`src/rtl/ffha_pkg.sv`:
```
package ffha_pkg;

    localparam int ADDR_BITS    = 24;
    localparam int ALLOC_DEPTH  = 64;
    localparam int HEADER_BYTES = 16;
    localparam int FREE_DEPTH   = 65;
    localparam int USED_W       = 25;
    localparam int CFG_W        = 24;
    localparam int BASE_W       = 16;

    // Index and count widths
    localparam int FIDX_W = $clog2(FREE_DEPTH);
    localparam int AIDX_W = $clog2(ALLOC_DEPTH);
    localparam int MAXD   = (FREE_DEPTH > ALLOC_DEPTH) ? FREE_DEPTH : ALLOC_DEPTH;
    localparam int CNT_W  = $clog2(MAXD + 1);
    localparam int SLOT_W = $clog2(ALLOC_DEPTH + 1);

    // Register reset values
    localparam logic [ADDR_BITS-1:0] REGION_RESET = ADDR_BITS'(1048576);
    localparam logic [BASE_W-1:0]    USED_RESET   = BASE_W'(64);
    localparam logic [BASE_W-1:0]    MINREM_RESET = BASE_W'(1024);

    // Register indexes
    localparam logic [1:0] REG_REGION_SIZE   = 2'd0;
    localparam logic [1:0] REG_USED_BASE     = 2'd1;
    localparam logic [1:0] REG_MIN_REMAINDER = 2'd2;

    // Actions
    localparam logic [1:0] ACT_ALLOC = 2'd0;
    localparam logic [1:0] ACT_FREE  = 2'd1;
    localparam logic [1:0] ACT_RESET = 2'd2;

    // Result status codes
    localparam logic [2:0] ST_OK        = 3'd0;
    localparam logic [2:0] ST_NOROOM    = 3'd1;
    localparam logic [2:0] ST_NOTALLOC  = 3'd2;
    localparam logic [2:0] ST_LOST      = 3'd3;
    localparam logic [2:0] ST_TABLEFULL = 3'd4;

    typedef struct packed {
        logic [ADDR_BITS-1:0] start;
        logic [ADDR_BITS-1:0] len;
    } ext_t;

    typedef struct packed {
        logic [ADDR_BITS-1:0] user;
        logic [ADDR_BITS-1:0] start;
        logic [ADDR_BITS-1:0] len;
    } aent_t;

    typedef enum logic [3:0] {
        OP_NONE,
        OP_INIT_WR,
        OP_LOAD,
        OP_HEAP_RST,
        OP_FSCAN_A,
        OP_FSCAN_F,
        OP_ASCAN,
        OP_F_TAKE,
        OP_A_COMMIT,
        OP_F_COMMIT,
        OP_SHDN,
        OP_SHUP,
        OP_RESP
    } op_t;

    typedef struct packed {
        op_t        op;
        logic       set_st;
        logic [2:0] st;
    } cmd_t;

    typedef struct packed {
        logic [1:0] act;
        logic       null_free;
        logic       fit_hit;
        logic       gt_hit;
        logic       look_hit;
        logic       ext_end;
        logic       look_end;
        logic       tail_short;
        logic       slot_done;
        logic       slot_full;
        logic       split;
        logic       count_full;
        logic       prev_touch;
        logic       next_touch;
        logic       up_done;
        logic       out_busy;
    } stat_t;

endpackage

```
`src/rtl/ffha_ctrl.sv`:
```
module ffha_ctrl (
    input  logic            aclk,
    input  logic            aresetn,
    input  logic            s_valid,
    output logic            s_ready,
    input  ffha_pkg::stat_t st,
    output ffha_pkg::cmd_t  cmd
);

    typedef enum logic [3:0] {
        S_INIT, S_IDLE, S_DISPATCH, S_HRST,
        S_A_SCAN, S_A_CHECK, S_A_COMMIT,
        S_F_LOOK, S_F_TAKE, S_F_SCAN, S_F_COMMIT,
        S_SHDN, S_SHUP, S_RESP
    } state_t;

    state_t state_reg, state_next;

    assign s_ready = (state_reg == S_IDLE);

    always_comb begin
        state_next = state_reg;
        cmd.op     = ffha_pkg::OP_NONE;
        cmd.set_st = 1'b0;
        cmd.st     = ffha_pkg::ST_OK;
        unique case (state_reg)
            S_INIT: begin
                cmd.op     = ffha_pkg::OP_INIT_WR;
                state_next = S_IDLE;
            end
            S_IDLE: begin
                if (s_valid) begin
                    cmd.op     = ffha_pkg::OP_LOAD;
                    state_next = S_DISPATCH;
                end
            end
            S_DISPATCH: begin
                priority if (st.act == ffha_pkg::ACT_ALLOC) begin
                    state_next = S_A_SCAN;
                end else if (st.act == ffha_pkg::ACT_FREE && !st.null_free) begin
                    state_next = S_F_LOOK;
                end else if (st.act == ffha_pkg::ACT_RESET) begin
                    state_next = S_HRST;
                end else begin
                    state_next = S_RESP;
                end
            end
            S_HRST: begin
                cmd.op     = ffha_pkg::OP_HEAP_RST;
                state_next = S_RESP;
            end
            S_A_SCAN: begin
                cmd.op = ffha_pkg::OP_FSCAN_A;
                priority if (st.fit_hit) begin
                    state_next = S_A_CHECK;
                end else if (st.ext_end) begin
                    cmd.set_st = 1'b1;
                    cmd.st     = ffha_pkg::ST_NOROOM;
                    state_next = S_RESP;
                end
            end
            S_A_CHECK: begin
                priority if (st.tail_short) begin
                    cmd.set_st = 1'b1;
                    cmd.st     = ffha_pkg::ST_NOROOM;
                    state_next = S_RESP;
                end else if (st.slot_done) begin
                    if (st.slot_full) begin
                        cmd.set_st = 1'b1;
                        cmd.st     = ffha_pkg::ST_TABLEFULL;
                        state_next = S_RESP;
                    end else begin
                        state_next = S_A_COMMIT;
                    end
                end
            end
            S_A_COMMIT: begin
                cmd.op     = ffha_pkg::OP_A_COMMIT;
                state_next = st.split ? S_RESP : S_SHDN;
            end
            S_F_LOOK: begin
                cmd.op = ffha_pkg::OP_ASCAN;
                priority if (st.look_hit) begin
                    state_next = S_F_TAKE;
                end else if (st.look_end) begin
                    cmd.set_st = 1'b1;
                    cmd.st     = ffha_pkg::ST_NOTALLOC;
                    state_next = S_RESP;
                end
            end
            S_F_TAKE: begin
                cmd.op     = ffha_pkg::OP_F_TAKE;
                state_next = S_F_SCAN;
            end
            S_F_SCAN: begin
                cmd.op = ffha_pkg::OP_FSCAN_F;
                priority if (st.gt_hit && !st.count_full) begin
                    state_next = S_F_COMMIT;
                end else if (st.gt_hit || st.ext_end) begin
                    cmd.set_st = 1'b1;
                    cmd.st     = ffha_pkg::ST_LOST;
                    state_next = S_RESP;
                end
            end
            S_F_COMMIT: begin
                cmd.op = ffha_pkg::OP_F_COMMIT;
                priority if (!st.prev_touch && !st.next_touch) begin
                    state_next = S_SHUP;
                end else if (st.prev_touch && st.next_touch) begin
                    state_next = S_SHDN;
                end else begin
                    state_next = S_RESP;
                end
            end
            S_SHDN: begin
                cmd.op = ffha_pkg::OP_SHDN;
                if (st.ext_end) begin
                    state_next = S_RESP;
                end
            end
            S_SHUP: begin
                cmd.op = ffha_pkg::OP_SHUP;
                if (st.up_done) begin
                    state_next = S_RESP;
                end
            end
            S_RESP: begin
                if (!st.out_busy) begin
                    cmd.op     = ffha_pkg::OP_RESP;
                    state_next = S_IDLE;
                end
            end
            default: begin
                state_next = S_IDLE;
            end
        endcase
    end

    always_ff @(posedge aclk) begin
        if (!aresetn) begin
            state_reg <= S_INIT;
        end else begin
            state_reg <= state_next;
        end
    end

endmodule

```
`config.mk`:
```
export PLATFORM = sky130hd
export DESIGN_NAME = ffha_ctrl
export DESIGN_NICKNAME = d
export VERILOG_FILES = /design/src/rtl/ffha_pkg.sv /design/src/rtl/ffha_ctrl.sv
export SDC_FILE = /design/constraint.sdc
export NUM_CORES = 1
export LEC_CHECK = 0
export ABC_AREA = 1
export ABC_CLOCK_PERIOD_IN_PS = 1700
export BUFFER_PORTS_ARGS = -buffer_cell sky130_fd_sc_hd__buf_2
export CORE_AREA = 2 2 49 51
export DETAILED_ROUTE_END_ITERATION = 8
export DIE_AREA = 0 0 51 53
export GPL_ROUTABILITY_DRIVEN = 0
export GPL_TIMING_DRIVEN = 1
export PLACE_DENSITY_LB_ADDON = 0.15
export SYNTH_ARGS = -nofsm -noshare
export SYNTH_HDL_FRONTEND = slang
export SYNTH_SLANG_ARGS = --single-unit
```
`constraint.sdc`:
```
create_clock -name aclk -period 1.7 [get_ports aclk]
set_input_delay 0.17 -clock aclk [delete_from_list [all_inputs] [get_ports aclk]]
set_output_delay 0.17 -clock aclk [all_outputs]
set_load 0.1 [all_outputs]
```
; Word level (Yosys, flattened, before mapping)
; Cells that the tools add are included.
; W data, S select, Z words.
[totals]
register_bits = 4
inputBits = 20
out_inout_bits = 9
wordCells = 66
[op_classes]
eq_ne = 21
muxes = 32
reduce_logical = 12
[op_table]
columns = operator, count
row1 = $mux W4, 25
row2 = $pmux W4 S13, 1
row3 = $pmux W4 S12, 1
row4 = $eq A4 B4 Y1 const B, 6
row5 = $eq A4 B3 Y1 const B, 4
row6 = $pmux W4 S4, 1
row7 = $mux W3, 3
row8 = $ne A3 B3 Y1 const B, 3
row9 = $eq A4 B2 Y1 const B, 2
row10 = $ne A2 B2 Y1 const B, 3
row11 = $reduce_and A6 Y1, 1
row12 = $eq A4 B1 Y1 const B, 1
row13 = $logic_and A1 B1 Y1, 4
row14 = $logic_not A1 Y1, 4
row15 = $logic_not A4 Y1, 1
row16 = $eq A2 B1 Y1 const B, 1
row17 = $eq A2 B2 Y1 const B, 1
row18 = $logic_not A2 Y1, 1
row19 = $mux W2, 1
row20 = $logic_or A1 B1 Y1, 1

; Longest topological paths before layout
; Gate-level depths: netlist of the first run.
[logic_depth]
ltp_word = 5
depth_mapped = 9
mapped_depth_nobuf = 9

; Least setup slack after synthesis of the first run
; No wires, ideal clock.
[synth_path]
path_kind = register to output
start = register state_reg[2]
end = output port cmd[2] (netlist name)
arrival_ns = 2.780
required_ns = 1.530
slack_ns = -1.250
path_stages_with_launch = 5
n_path_buf = 0
path_cell_list = dfxtp_1 -> inv_1 -> nor2_1 -> nand2_1 -> nor3_1
[synth_lines]
columns = item, line
row1 = "start, declared", ffha_ctrl.sv:17  ; state_t state_reg, state_next;
row2 = "start signal, assigned", ffha_ctrl.sv:143  ; state_reg <= state_next;
row3 = "end, declared", ffha_ctrl.sv:7  ; output ffha_pkg::cmd_t cmd

==> results of run 1 <==
[per-layer routing]
| metal | vias to the layer above | routed length [um] |
|---|---|---|
| li1 | 555 | - |
| met5 | - | 0 |
| met1 | 461 | 1050 |
| met2 | 38 | 1220 |
| met4 | 0 | 14 |
| met3 | 2 | 140 |
[tightest hold or removal path, cell delays in order]
cell	delay (ns)
buf_2	0.10
nand2_1	0.05
nor2_1	0.04
[power by group through the flow]
stage | clock network [mW] | registers (mW) | logic [mW]
floorplan | 0 | 0.238 | 1.55
global placement | 0 | 0.248 | 2.28
detailed placement | 0 | 0.252 | 2.29
CTS | 0.137 | 0.267 | 2.31
global route | 0.151 | 0.293 | 2.53
finish | 0.135 | 0.285 | 2.39
[metrics by stage]
| step | util [%] | setup WS, ns |
|---|---|---|
| finish | 56.8 | -0.0262 |
| global route | 56.8 | -0.0974 |
| CTS | 55.0 | -0.00263 |
| detailed placement | 53.0 | 0.186 |
| global placement | 53.0 | 0.176 |
| floorplan | - | -0.611 |
[cells in the final DEF, fill, tap and decap left out, drive strengths merged]
master | netlist | final
a21oi | 4 | 4
a31oi | 2 | 2
buf | 0 | 31
clkbuf | 0 | 6
dfxtp | 4 | 4
inv | 22 | 22
nand2 | 63 | 63
nand3 | 10 | 10
nand3b | 3 | 3
nor2 | 36 | 36
nor3 | 1 | 1
o2111ai | 2 | 2
o211ai | 3 | 3
o21ai | 2 | 2
or2 | 2 | 2
[final cells by class]
type	count	area, um2	area share [%]
multi-input cells	128	654	53.6
repair buffers	33	323	26.4
flip-flops and latches	4	92.6	7.58
inverters	22	90.1	7.38
well taps	28	35.0	2.87
clock buffers	4	26.3	2.15
[what timing repair did]
| item | CTS | global route |
|---|---|---|
| resized for setup | 6 | 6 |
| pin swaps | 1 | 2 |
| buffers inserted | 0 | 2 |
| endpoints found under the setup margin | 4 | 6 |
[worst min-delay path by stage]
stage | to | from | cells after the start | slack, ns
floorplan | state_reg[0] | aresetn | 2 | 0.30
global placement | state_reg[0] | aresetn | 3 | 0.41
detailed placement | state_reg[0] | aresetn | 3 | 0.42
CTS | state_reg[0] | aresetn | 3 | 0.16
global route | state_reg[0] | aresetn | 3 | 0.15
finish | state_reg[0] | aresetn | 3 | 0.16
[kinds of logic after synthesis]
| kind of cell | Yosys count | synth area share [%] |
|---|---|---|
| buf+inv | 22 | 11.6 |
| flops | 4 | 11.2 |
| simple gates | 115 | 65.7 |
| compound gates | 13 | 11.6 |
==> reports/metrics.csv, run 1 <==
stage;metric;value;unit
setup_path;Crit Path Max Fanout;6;
finish;max reg flops;4;
synth;Synthesis Warnings;0;
drt;vias;1056;
power_and_ir_drop;Sw Share;60.6;%
placement;HPWL Detailed;2000;um
setup_path;Critical Path Max Stage Delay;0.38;ns
synth;main area contributors after synthesis;nand2_1, nor2_1, dfxtp_1, inv_1, nand3_1;
setup_path;Bufs and invs on worst path;2;
finish;fin nets;212;
global_routing;GRT busiest layer;met2;
setup_path;crit path from;state_reg[3];
power_and_ir_drop;Worst IR Drop VDD;1310;uV
timing;setup TNS;-0.0262;ns
global_routing;met2 Usage GRT;34.2;%
finish;# diodes;0;
drt;DR WL/cell;11.1;um
synth;post-synthesis register bit count;4;
die;starting density of the core;33.3;%
cts;H-tree lvl count;1;
power_and_ir_drop;cell internal pwr;1.11;mW
drt;Total Routed Length;2420;um
global_routing;initial antenna violation count;0;
cts;clock root buffer;clkbuf_4;
cts;clock buffer depth;2;
power_and_ir_drop;clock share of power;4.8;%
global_routing;number of global-route vias before repair;985;
timing;Final Hold Viols;0;
drt;DRT antenna net count;0;
power_and_ir_drop;Pwr per Cell Area;2300;mW/mm2
setup_path;worst path arrival time;1.56;ns
finish;post-route insts no fill;219;
timing;max-slew violations;0;
timing;min Tclk post-route;1.73;ns
die;total core area;0.00215;mm2
finish;Filler Cells Inserted;208;
synth;most common cell in the netlist;nand2_1;
setup_path;Setup CP Type;reg -> out;
timing;Clock Skew;0.00760;ns
drt;first drt pass iteration count;5;
global_routing;total global-route track usage;19.4;%
die;I/O pin cnt;29;
synth;Post-Syn Nets;174;
timing;Final WS setup;-0.0262;ns
setup_path;Worst setup endpoint;cmd[3];
cts;Hold-fix buffers, CTS;0;
setup_path;Crit path depth;6;
timing;Fin Hold WS;0.164;ns
timing;Final Cycle Share;102;%
synth;Post-Syn Area;714;um2
timing;RSZ-0062 raised after global routing;yes;
setup_path;crit-path leading delay family;flip-flops;
placement;Post-DP Area;0.00114;mm2
cts;CTS tree;done;
outcome;failing checks;setup timing;
timing;worst-margin pin slew;0.341;ns
setup_path;Critical Path Sink Type;output port;
power_and_ir_drop;cell leakage power;0.660;nW
die;Chip Width;51;um
job;max cap viols;0;
setup_path;Crit Reg-Reg Startpoint;state_reg[2];
synth;synthesized netlist cell count;154;
power_and_ir_drop;Net Sw Power;1.70;mW
global_routing;global route overflow;0;
cts;clk sinks;4;
drt;First DRT Iteration DRCs;30;
placement;placed cells;213;
setup_path;WP data required;1.53;ns
finish;Post-Layout Inst Area;0.00122;mm2
drt;Remaining DRCs;0;
global_routing;M1 GR Usage;23.7;%
timing;Final setup violation count;1;
die;site row count;17;
cts;Clock Latency Late Sink;0.24;ns
power_and_ir_drop;total power;2.81;mW
synth;Seq/Total Area, Yosys;11.2;%
global_routing;grt met3 use;4.80;%
die;Die H;53;um
timing;f_max;579;MHz
synth;post-synth top area share;33.1;%
outcome;outcome;complete, but fails checks;
synth;synth cell count leaders;nand2_1, nor2_1, inv_1, nand3_1;
finish;share of cells above drive strength 1;32.5;%
synth;leading area contributor after synthesis;nand2_1;
setup_path;setup slack, reg-to-reg;0.27;ns
setup_path;Critical Path Start Type;register;
global_routing;first-pass GRT wire length;4040;um
timing;Slew Limit Headroom;77.2;%
finish;synthesis-to-layout area growth;70.9;%
setup_path;R2R Path End;state_reg[1];
cts;clk slew on worst S/H paths;0.04;ns
synth;syn_area_per_cell;4.64;um2
synth;Async SR Flop Fraction;0;%
setup_path;Reg2Reg Depth;9;
die;die area;0.00270;mm2
power_and_ir_drop;combinational fraction of design power;85.1;%
drt;vias per cell;4.82;
setup_path;Max stage delay cell, worst path;dfxtp_4;
hold_path;worst min path class;in -> reg;
synth;Post-synth EDFFs;0;
synth;Synth Flop Type;dfxtp_1;
power_and_ir_drop;Sequential Power Share;10.1;%
global_routing;largest net degree at the start of global routing;7;
placement;PortBufs;28;
setup_path;CP cell instances;inv_4 > nand2_4 > nor2_4 > nand2_1 > o211ai_1 > clkbuf_16;
synth;post-synthesis cell type count;15;
cts;CTS Buf Count;3;
Note: power is estimated with default switching activity, not from simulation.
==> run 2: changes to the inputs <==
--- a/config.mk
+++ b/config.mk
@@ -7,7 +7,7 @@
 export LEC_CHECK = 0
 export ABC_AREA = 1
 export ABC_CLOCK_PERIOD_IN_PS = 1700
-export BUFFER_PORTS_ARGS = -buffer_cell sky130_fd_sc_hd__buf_2
+export BUFFER_PORTS_ARGS = -buffer_cell sky130_fd_sc_hd__buf_4
 export CORE_AREA = 2 2 49 51
 export DETAILED_ROUTE_END_ITERATION = 8
 export DIE_AREA = 0 0 51 53
==> reports/metrics.csv, run 2 (same netlist as run 1, synthesis figures left out) <==
stage;metric;value;unit
outcome;outcome;finished, final reports clean;
die;Die H;53;um
power_and_ir_drop;cell leakage power;0.659;nW
finish;post-route insts no fill;219;
cts;clk slew on worst S/H paths;0.04;ns
drt;Total Routed Length;2340;um
global_routing;number of global-route vias before repair;962;
drt;first drt pass iteration count;4;
drt;DRT antenna net count;0;
die;Chip Width;51;um
finish;commonest non-fill, non-tap cell in the layout;nand2_1;
cts;clock root buffer;clkbuf_4;
drt;Remaining DRCs;0;
cts;CTS tree;done;
drt;DR WL/cell;10.7;um
timing;Slew Limit Headroom;78.6;%
placement;PortBufs;28;
job;max cap viols;0;
die;total core area;0.00215;mm2
timing;worst-margin pin slew;0.321;ns
die;starting density of the core;33.3;%
cts;CTS Buf Count;3;
cts;Clock Latency Late Sink;0.24;ns
drt;vias;1058;
finish;Core Util, Final;55.4;%
timing;Final setup violation count;0;
timing;Final Hold Viols;0;
cts;clk sinks;4;
global_routing;global route overflow;0;
power_and_ir_drop;Worst IR Drop VDD;2060;uV
drt;First DRT Iteration DRCs;37;
finish;# diodes;0;
timing;max-slew violations;0;
hold_path;worst min path class;in -> reg;
timing;RSZ-0062 raised after global routing;yes;
timing;Clock Skew;0.00749;ns
setup_path;Critical Path Start Type;register;
timing;setup TNS;0;ns
finish;share of cells above drive strength 1;31.9;%
global_routing;initial antenna violation count;0;
setup_path;Setup CP Type;reg -> out;
placement;placed cells;214;
timing;min Tclk post-route;1.66;ns
cts;clock buffer depth;2;
setup_path;worst path arrival time;1.49;ns
die;I/O pin cnt;29;
global_routing;total global-route track usage;18.6;%
finish;commonest cells after routing, fill and taps aside;nand2_1, nor2_1, buf_4, inv_1, nand3_1;
setup_path;WP data required;1.53;ns
timing;Final Cycle Share;97.7;%
finish;Filler Cells Inserted;211;
global_routing;largest net degree at the start of global routing;7;
finish;max reg flops;4;
die;site row count;17;
finish;synthesis-to-layout area growth;66.7;%
die;die area;0.00270;mm2
timing;f_max;602;MHz
finish;fin nets;213;
drt;vias per cell;4.83;
setup_path;Critical Path Sink Type;output port;
timing;Fin Hold WS;0.184;ns
global_routing;first-pass GRT wire length;3830;um
power_and_ir_drop;Pwr per Cell Area;2210;mW/mm2
setup_path;Crit Path Max Fanout;5;
placement;HPWL Detailed;2000;um
cts;H-tree lvl count;1;
## run 2: cell count changes in the layout (fill, tap and decap cells not counted), sizes merged
cell and change:
clkbuf -3, buf +3
## run 2: area by class of cell
cell class | instances | area, um2 | area share, %
multi-input combinational | 128 | 652 | 54.7
clock buffer | 3 | 22.5 | 1.89
sequential | 4 | 92.6 | 7.77
timing repair buffer | 34 | 299 | 25.1
inverter | 22 | 90.1 | 7.56
tap | 28 | 35.0 | 2.94
## run 2: timing repair
action                                  4_1_cts  5_1_grt
setup buffers                                 0        2
gates cloned                                  0        0
hold buffers                                  0        0
endpoints found under the setup margin        5        7
gates resized for setup                       8       11
pin swaps                                     0        3
## run 2: through the flow
stage	cell area (um2)	setup slack [ns]	power (mW)
2_1_floorplan	806	-0.611	1.79
3_5_place_dp	1080	0.150	2.24
6_report	1190	0.0389	2.63
5_1_grt	1190	-0.0432	2.79
3_3_place_gp	1080	0.187	2.24
4_1_cts	1140	-0.00599	2.49
## run 2: per-layer routing
layer,vias up,part of all wire (%),track usage (%)
met4,0,1.1,4.50
li1,560,-,-
met3,7,4.8,3.39
met5,-,0,0
met1,450,45,22.2
met2,41,49,34.2
## run 2: worst max-delay path: stages, from the launching register on
cell and delay [ns]:
dfxtp_4 0.35, inv_4 0.07, nand2_4 0.07, nor2_4 0.14
nand2_2 0.08, nor2_1 0.09, a31oi_1 0.06, o211ai_1 0.13
buf_6 0.26
## run 2: where the power goes
part	internal (mW)	total, mW	switching [mW]
registers	0.165	0.268	0.103
logic	0.726	2.24	1.52
clock network	0.0790	0.118	0.0394
total	0.970	2.63	1.66
## run 2: worst paths after layout
| path | start | end | slack, ns | cells past startpoint |
|---|---|---|---|---|
| setup reg to reg | state_reg[3] | state_reg[0] | 0.29 | 10 |
| hold reg to reg | state_reg[2] | state_reg[2] | 0.54 | 2 |
| hold / removal | aresetn | state_reg[0] | 0.18 | 3 |
| setup / recovery | state_reg[1] | cmd[3] | 0.04 | 8 |
==> run 3: changes to the inputs <==
--- a/config.mk
+++ b/config.mk
@@ -6,7 +6,7 @@
 export NUM_CORES = 1
 export LEC_CHECK = 0
 export ABC_AREA = 1
-export ABC_CLOCK_PERIOD_IN_PS = 1700
+export ABC_CLOCK_PERIOD_IN_PS = 2100
 export BUFFER_PORTS_ARGS = -buffer_cell sky130_fd_sc_hd__buf_4
 export CORE_AREA = 2 2 49 51
 export DETAILED_ROUTE_END_ITERATION = 8
==> constraint.sdc (replaced) <==
create_clock -name aclk -period 2.1 [get_ports aclk]
set_input_delay 0.21 -clock aclk [delete_from_list [all_inputs] [get_ports aclk]]
set_output_delay 0.21 -clock aclk [all_outputs]
set_load 0.1 [all_outputs]
==> reports/metrics.csv, run 3 (same netlist as run 1, synthesis figures left out) <==
stage;metric;value;unit
placement;HPWL Detailed;1840;um
job;max cap viols;0;
die;site row count;17;
finish;register area;83.8;um2
drt;first drt pass iteration count;4;
global_routing;largest net degree at the start of global routing;8;
global_routing;global route overflow;0;
cts;clk sinks;4;
cts;Clock Latency Late Sink;0.23;ns
finish;share of cells above drive strength 1;27.4;%
setup_path;crit-path leading delay family;buffers and inverters;
die;Chip Width;51;um
power_and_ir_drop;Sequential Power Share;10.9;%
setup_path;Critical Path Start Type;register;
power_and_ir_drop;Pwr per Cell Area;1720;mW/mm2
cts;clock buffer depth;2;
placement;dpl ws;0.540;ns
global_routing;first-pass GRT wire length;3590;um
power_and_ir_drop;cell leakage power;0.610;nW
cts;Hold-fix buffers, CTS;0;
setup_path;CP cell instances;inv_1 > nor2_2 > nand2_1 > o2111ai_2 > buf_4;
drt;vias;1018;
hold_path;worst min path class;in -> reg;
setup_path;Critical Path Sink Type;output port;
timing;Final WS setup;0.283;ns
setup_path;WP data required;1.89;ns
timing;f_max;550;MHz
timing;Final Hold Viols;0;
finish;commonest cells after routing, fill and taps aside;nand2_1, nor2_1, buf_4, inv_1, nand3_1;
cts;CTS tree;done;
power_and_ir_drop;Sw Share;68.5;%
die;Die H;53;um
timing;min Tclk post-route;1.82;ns
timing;Fin Hold WS;0.234;ns
die;starting density of the core;33.3;%
cts;CTS Buf Count;3;
setup_path;Crit Path Max Fanout;6;
global_routing;total global-route track usage;17.3;%
timing;max-slew violations;0;
finish;synthesis-to-layout area growth;44.0;%
drt;Total Routed Length;2120;um
timing;RSZ-0062 raised after global routing;no;
die;die area;0.00270;mm2
timing;Final Cycle Share;86.5;%
cts;post-CTS sizing;0;
finish;Filler Cells Inserted;246;
power_and_ir_drop;cell internal pwr;557;uW
finish;# diodes;0;
die;I/O pin cnt;29;
finish;commonest non-fill, non-tap cell in the layout;nand2_1;
timing;worst-margin pin slew;0.369;ns
power_and_ir_drop;Net Sw Power;1.21;mW
power_and_ir_drop;combinational fraction of design power;83.8;%
setup_path;Max stage delay cell, worst path;dfxtp_1;
cts;clk slew on worst S/H paths;0.04;ns
global_routing;initial antenna violation count;0;
timing;Clock Skew;0.00605;ns
setup_path;worst path arrival time;1.61;ns
drt;First DRT Iteration DRCs;19;
setup_path;Critical Path Max Stage Delay;0.41;ns
finish;Multi-input gate area;587;um2
power_and_ir_drop;clock share of power;5.3;%
setup_path;Bufs and invs on worst path;2;
timing;Slew Limit Headroom;75.3;%
cts;H-tree lvl count;1;
timing;Final setup violation count;0;
setup_path;Setup CP Type;reg -> out;
cts;Post-CTS Setup Inserts;0;
drt;Remaining DRCs;0;
power_and_ir_drop;Worst IR Drop VDD;1290;uV
setup_path;crit path from;state_reg[0];
placement;PortBufs;28;
cts;clock root buffer;clkbuf_4;
drt;DR WL/cell;9.90;um
outcome;outcome;finished, final reports clean;
drt;DRT antenna net count;0;
global_routing;number of global-route vias before repair;896;
drt;vias per cell;4.76;
die;total core area;0.00215;mm2
finish;fin nets;208;
setup_path;Crit Reg-Reg Startpoint;state_reg[0];
hold_path;worst hold start;aresetn;
finish;max reg flops;4;
-- run 3: changes by cell type in the layout (fill, tap and decap cells not counted), sizes merged --
cell,before,now
buf,34,29
-- run 3: path summary, 6_finish.rpt --
kind / slack (ns) / end / cells after the start
min reg2reg: 0.52 / state_reg[2] / 2
max reg2reg: 0.74 / state_reg[2] / 8
min: 0.23 / state_reg[0] / 3
max: 0.28 / cmd[5] / 5
-- run 3: power by group through the flow --
stage / registers, mW / logic [mW] / clock network (mW)
floorplan: 0.173 / 1.17 / 0
CTS: 0.189 / 1.48 / 0.0973
finish: 0.192 / 1.48 / 0.0938
global route: 0.197 / 1.59 / 0.106
detailed placement: 0.190 / 1.47 / 0
global placement: 0.185 / 1.48 / 0
-- run 3: metal layers --
layer,vias to the layer above,global-route usage [%],part of all wire (%)
met5,-,0,0
met4,0,4.95,0.80
met3,2,2.82,6.9
met2,43,28.8,46
met1,427,22.9,47
li1,546,-,-
-- run 3: tightest hold or removal path: cells and delay by family --
kind / cells / cell delay [ns]
buffers and inverters: 1 / 0.11
and+or+nand+nor: 2 / 0.09
-- run 3: layout make-up --
type	count	share of cell area [%]
Tap cell	28	3.41
Sequential cell	4	8.15
Inverter	22	8.03
Timing Repair Buffer	29	21.2
Multi-Input combinational cell	128	57.1
Clock buffer	3	2.19
-- run 3: through the flow --
stage | setup TNS, ns | util, % | area, um2 | total power [mW] | std cells
2_1_floorplan | -0.838 | - | 753 | 1.34 | 154
3_3_place_gp | 0 | 46.8 | 1010 | 1.66 | 211
3_5_place_dp | 0 | 46.8 | 1010 | 1.66 | 211
4_1_cts | 0 | 47.9 | 1030 | 1.77 | 214
5_1_grt | 0 | 47.9 | 1030 | 1.89 | 214
6_report | 0 | 47.9 | 1030 | 1.77 | 214
